==> src/rtl/pgb_pkg.sv <==
// Shared types and constants of the particle grid binning block.
package pgb_pkg;

  // Field widths fixed by the interface
  localparam int unsigned CMD_W    = 2;
  localparam int unsigned POS_W    = 16;
  localparam int unsigned PIDX_W   = 12;
  localparam int unsigned SEL_W    = 10;
  localparam int unsigned CIDX_W   = 10;
  localparam int unsigned COUNT_W  = 13;
  localparam int unsigned INV_W    = 16;
  localparam int unsigned COLS_W   = 11;
  localparam int unsigned CFG_IDX_W  = 3;
  localparam int unsigned CFG_DATA_W = 16;

  // Fixed-point arithmetic: Q5.12 difference times Q8.8 reciprocal gives Q14.20
  localparam int unsigned FRAC_BITS = 20;
  localparam int unsigned DIFF_W    = POS_W + 1;
  localparam int unsigned PROD_W    = DIFF_W + INV_W + 1;
  localparam int unsigned COORD_W   = DIFF_W + INV_W - FRAC_BITS;
  localparam int unsigned ROWP_W    = COORD_W + COLS_W + 1;
  localparam int unsigned SUM_W     = ROWP_W + 1;

  // Command codes
  localparam logic [CMD_W-1:0] CMD_BIN   = 2'd0;
  localparam logic [CMD_W-1:0] CMD_READ  = 2'd1;
  localparam logic [CMD_W-1:0] CMD_CLEAR = 2'd2;

  // Register indexes
  localparam logic [CFG_IDX_W-1:0] REG_X_ORIGIN   = 3'd0;
  localparam logic [CFG_IDX_W-1:0] REG_Y_ORIGIN   = 3'd1;
  localparam logic [CFG_IDX_W-1:0] REG_X_INV_STEP = 3'd2;
  localparam logic [CFG_IDX_W-1:0] REG_Y_INV_STEP = 3'd3;
  localparam logic [CFG_IDX_W-1:0] REG_GRID_COLS  = 3'd4;

  // Register reset values
  localparam logic [INV_W-1:0]  INV_STEP_RST  = 16'd256;
  localparam logic [COLS_W-1:0] GRID_COLS_RST = 11'd32;

  typedef struct packed {
    logic signed [POS_W-1:0] x_origin;
    logic signed [POS_W-1:0] y_origin;
    logic [INV_W-1:0]        x_inv_step;
    logic [INV_W-1:0]        y_inv_step;
    logic [COLS_W-1:0]       grid_columns;
  } cfg_t;

  // Control strobes towards the cell store
  typedef struct packed {
    logic rd_en;
    logic wr_en;
    logic wr_first_en;
  } mem_ctl_t;

endpackage

==> src/rtl/pgb_cell_calc.sv <==
// Cell address pipeline: offset, scale, row multiply, combine and range check.
module pgb_cell_calc import pgb_pkg::*; #(
  parameter int unsigned CELLS = 1024,
  parameter int unsigned AW    = 10
) (
  input  logic                    clk_i,
  input  logic                    rst_ni,
  input  logic                    start_i,
  input  logic signed [POS_W-1:0] pos_x_i,
  input  logic signed [POS_W-1:0] pos_y_i,
  input  cfg_t                    cfg_i,
  output logic                    valid_o,
  output logic [AW-1:0]           cell_o,
  output logic                    oor_o
);

  localparam logic signed [SUM_W-1:0] CELLS_S = SUM_W'(CELLS);

  logic [3:0]                vld_q, vld_d;
  logic signed [DIFF_W-1:0]  dx_q, dx_d, dy_q, dy_d;
  logic signed [PROD_W-1:0]  prod_x, prod_y;
  logic signed [COORD_W-1:0] col_q, col_d, row_q, row_d, col2_q;
  logic signed [ROWP_W-1:0]  rowp_q, rowp_d;
  logic signed [SUM_W-1:0]   sum;
  logic [AW-1:0]             cell_q, cell_d;
  logic                      oor_q, oor_d;

  // Stage one: offset from the grid origin
  assign dx_d = DIFF_W'(pos_x_i) - DIFF_W'(cfg_i.x_origin);
  assign dy_d = DIFF_W'(pos_y_i) - DIFF_W'(cfg_i.y_origin);

  // Stage two: scale by the reciprocal step, floor drops the fraction
  assign prod_x = dx_q * $signed({1'b0, cfg_i.x_inv_step});
  assign prod_y = dy_q * $signed({1'b0, cfg_i.y_inv_step});
  assign col_d  = prod_x[FRAC_BITS+COORD_W-1:FRAC_BITS];
  assign row_d  = prod_y[FRAC_BITS+COORD_W-1:FRAC_BITS];

  // Stage three: row times column count
  assign rowp_d = row_q * $signed({1'b0, cfg_i.grid_columns});

  // Stage four: combine and force cells outside the grid to zero
  assign sum    = SUM_W'(rowp_q) + SUM_W'(col2_q);
  assign oor_d  = (sum < 0) || (sum >= CELLS_S);
  assign cell_d = oor_d ? '0 : AW'(sum);

  assign vld_d = {vld_q[2:0], start_i};

  always_ff @(posedge clk_i or negedge rst_ni) begin
    if (!rst_ni) begin
      vld_q <= '0;
    end else begin
      vld_q <= vld_d;
    end
  end

  always_ff @(posedge clk_i) begin
    dx_q   <= dx_d;
    dy_q   <= dy_d;
    col_q  <= col_d;
    row_q  <= row_d;
    rowp_q <= rowp_d;
    col2_q <= col_q;
    cell_q <= cell_d;
    oor_q  <= oor_d;
  end

  assign valid_o = vld_q[3];
  assign cell_o  = cell_q;
  assign oor_o   = oor_q;

endmodule

==> config.mk <==
export PLATFORM = sky130hd
export DESIGN_NAME = pgb_cell_calc
export DESIGN_NICKNAME = d
export VERILOG_FILES = /design/src/rtl/pgb_pkg.sv /design/src/rtl/pgb_cell_calc.sv
export SDC_FILE = /design/constraint.sdc
export NUM_CORES = 2
export LEC_CHECK = 0
export ABC_AREA = 0
export BUFFER_PORTS_ARGS = -buffer_cell sky130_fd_sc_hd__buf_2
export CAP_MARGIN = 5
export CORE_MARGIN = 8
export CORE_UTILIZATION = 45
export CTS_CLUSTER_DIAMETER = 150
export DETAILED_ROUTE_END_ITERATION = 6
export PLACE_DENSITY = 0.64
export SKIP_LAST_GASP = 1
export SLEW_MARGIN = 30
export SYNTH_ARGS = -nofsm -noshare
export SYNTH_HDL_FRONTEND = slang
export SYNTH_SLANG_ARGS = --single-unit
==> constraint.sdc <==
create_clock -name clk_i -period 9.09 [get_ports clk_i]
set_input_delay 0.4545 -clock clk_i [delete_from_list [all_inputs] [get_ports clk_i]]
set_output_delay 0.4545 -clock clk_i [all_outputs]
set_load 0.05 [all_outputs]
==> flow_summary.json <==
{
  "status": "complete, no violations",
  "postSynthCellCount": 3328,
  "cts-buffers-inserted": 17,
  "layout_common_cells": "931 x inv_1, 681 x fa_1, 400 x nand2_1",
  "use_met2_pct": 31.2,
  "maxCapViolCount": 0,
  "synth_cell_types": 64,
  "synthArstFlopShare_pct": 3.54,
  "initial_utilization_pct": 45.2,
  "num_vias": 20523,
  "syn-num-nets": 4396,
  "cp-start-kind": "register",
  "hp-class": "in -> reg",
  "synth.avg_cell_area_um2": 9.05,
  "drc": 0,
  "area_growth_pct": 6.42,
  "synth-seq-cells": 113,
  "synth-seq-area-share_pct": 7.57,
  "finalSetupViolations": 0,
  "fin_tns_setup_ns": 0,
  "fin_worst_skew_ns": 0.0175,
  "max_slew_margin_pct": 47.3,
  "antenna_cells": 0,
  "fp.dieH_um": 275,
  "grt_pass1_wl_um": 111000,
  "yosys_most_used_dff": "dfxtp_1",
  "gp_congestion": 0.835,
  "cp-end-kind": "register",
  "path_clk_slew_ns": 0.06,
  "whs_ns": 0.0973,
  "cpPeakStageDelay_ns": 0.73,
  "core_um2": 66700,
  "insertion_delay_ns": 0.47,
  "rsz0062_at_grt": "no",
  "overflow": 0,
  "antenna_found_initial": 1,
  "final_nets": 4439,
  "period_share_pct": 78.1,
  "wire_per_inst_um": 15.2,
  "synth_area_um2": 30100,
  "pin_count": 122,
  "grt_busiest_layer": "met2",
  "crit_top_cell": "fa_1",
  "period_needed_ns": 7.10,
  "crit_required_ns": 9.44,
  "h-tree-depth": 4,
  "fmax_ghz": 0.141,
  "hold_viol": 0,
  "use_met3_pct": 2.81,
  "crit_type": "reg -> reg",
  "grt_max_degree": 18,
  "grtUsageTotal_pct": 18.3,
  "layout-drive-gt1-share_pct": 5.38,
  "synth_top_area_share_pct": 45.2,
  "cts_tree": "yes",
  "clockRootBuffer": "clkbuf_16",
  "cp.arrival_ns": 7.45,
  "slew_viol_final": 0,
  "io_buffer_count": 121,
  "synth.area.top_cells": "fa_1 45%, inv_1 12%, ha_1 12%, dfxtp_1 7.2%, and2_1 6.8%",
  "die_w_um": 275,
  "slowest_stage": "dfxtp_1",
  "firstDrtPassIters": 5,
  "grt_pass1_vias": 22772,
  "drt-initial-drc-count": 918,
  "placed_cell_area_um2": 31500,
  "routed_wl_um": 64500,
  "yosys_warnings": 0,
  "utilization_pct": 48.1,
  "path_max_fanout": 16,
  "clk_path_buf_depth": 2,
  "vias_per_cell": 4.82,
  "synth_enable_flop_cells": 0,
  "fp.dieArea_um2": 75500,
  "mostFrequentLayoutCell": "inv_1",
  "met1_usage_pct": 24.1,
  "rows": 95,
  "fin_area_um2": 32100,
  "cts.sinks": 113,
  "synthDominantAreaCellType": "fa_1",
  "dp_hpwl_um": 54600,
  "cp_cell_sequence": "and2_1 > fa_1 > inv_1 > fa_1 > fa_1 > inv_1 > fa_1 > fa_1 > inv_1 > fa_1 > inv_1 > ha_1 > a21o_1 > a211oi_1 > or4b_1 > a21oi_1 > o21ai_1 > o221ai_1 > o21ai_0 > a21oi_1 > o21bai_1 > xor2_1",
  "worstMarginPinSlew_ns": 0.786,
  "postRouteAntennaNets": 0
}
-- state kept, by name, summed over array words and instances, names as in the netlist --
register / count
vld_q: 4
dx_q: 17
cell_o: 10
col2_q: 13
rowp_q: 25
oor_o: 1
col_q: 13
row_q: 13
dy_q: 17
-- cell families after synthesis --
kind of cell	count (synthesis)	synth area share [%]
buffers and inverters	1031	12.9
multiplexers	1	0.0332
XOR/XNOR	102	2.96
flip-flops	113	7.57
AND/OR/NAND/NOR	907	15.1
AO/OA/AOI/OAI	216	4.75
adder cells (fa/ha/maj)	958	56.7
-- routing by layer --
metal	share of wire, %	vias up
li1	-	9767
met1	46	10288
met2	48	385
met3	4.2	81
met4	2.1	2
met5	0.014	-
-- worst max-delay path: cells and delay by family (launching register included) --
family | cells | cell delay [ns]
adder cells (fa/ha/maj) | 7 | 3.10
AO/OA/AOI/OAI | 8 | 2.04
AND/OR/NAND/NOR | 2 | 0.75
flip-flops | 1 | 0.73
buffers and inverters | 4 | 0.24
XOR/XNOR | 1 | 0.14
-- cell usage after synthesis, types with 3 or more instances --
library cell	instances
nor3_2	8
nand2_1	400
nand3_1	20
a211o_1	5
o21a_1	17
dfxtp_1	109
fa_1	681
o211ai_1	6
o31ai_1	4
nor4_1	5
nor2_1	65
and2_1	326
a21o_1	26
a31oi_1	7
and3_1	12
xor2_1	24
or3_1	6
nor3_1	21
clkbuf_1	97
nor2b_1	14
nand2b_1	7
o21ai_0	40
or2_2	4
a31o_2	5
nand3b_1	3
a21oi_1	62
o21bai_1	5
nand4_1	7
inv_1	931
a21boi_0	4
a211oi_1	7
ha_1	277
dfrtp_1	4
xnor2_1	78
a41o_1	3
-- worst paths after layout --
| kind | start | end | slack (ns) | depth (start not counted) |
|---|---|---|---|---|
| worst max-delay path | dy_q[7]$_DFF_P_ | row_q[11]$_DFF_P_ | 1.99 | 22 |
| worst min-delay path | start_i | vld_q[0]$_DFF_PN0_ | 0.1 | 1 |
| worst max register to register | dy_q[7]$_DFF_P_ | row_q[11]$_DFF_P_ | 1.99 | 22 |
| worst min register to register | col_q[1]$_DFF_P_ | col2_q[1]$_DFF_P_ | 0.32 | 0 |
| max in group asynchronous | rst_ni | vld_q[1]$_DFF_PN0_ | 8.66 | 2 |
| min in group asynchronous | rst_ni | vld_q[3]$_DFF_PN0_ | 0.32 | 2 |
-- repair_timing --
item                      CTS  global route
hold endpoints to repair    4             0
gates resized for setup     0             0
buffers inserted            0             0
hold buffers                1             0
-- cell type report --
type / instances / area, um^2
well taps: 873 / 1090
fillers: 6310 / 34600
clock inverters: 15 / 170
multi-input cells: 2184 / 24000
inverters: 931 / 3490
repair buffers: 124 / 631
flip-flops and latches: 113 / 2280
clock buffers: 17 / 425
-- metrics by stage --
step,std cells,setup WS [ns]
CTS,4257,2.01
detailed placement,4224,1.91
floorplan,3328,2.49
global placement,4224,2.03
finish,4257,1.99
global route,4257,1.63
Power is left out: the tool's default activity adds up to more than one toggle a clock period on the data nets, which glitch-free logic cannot reach.
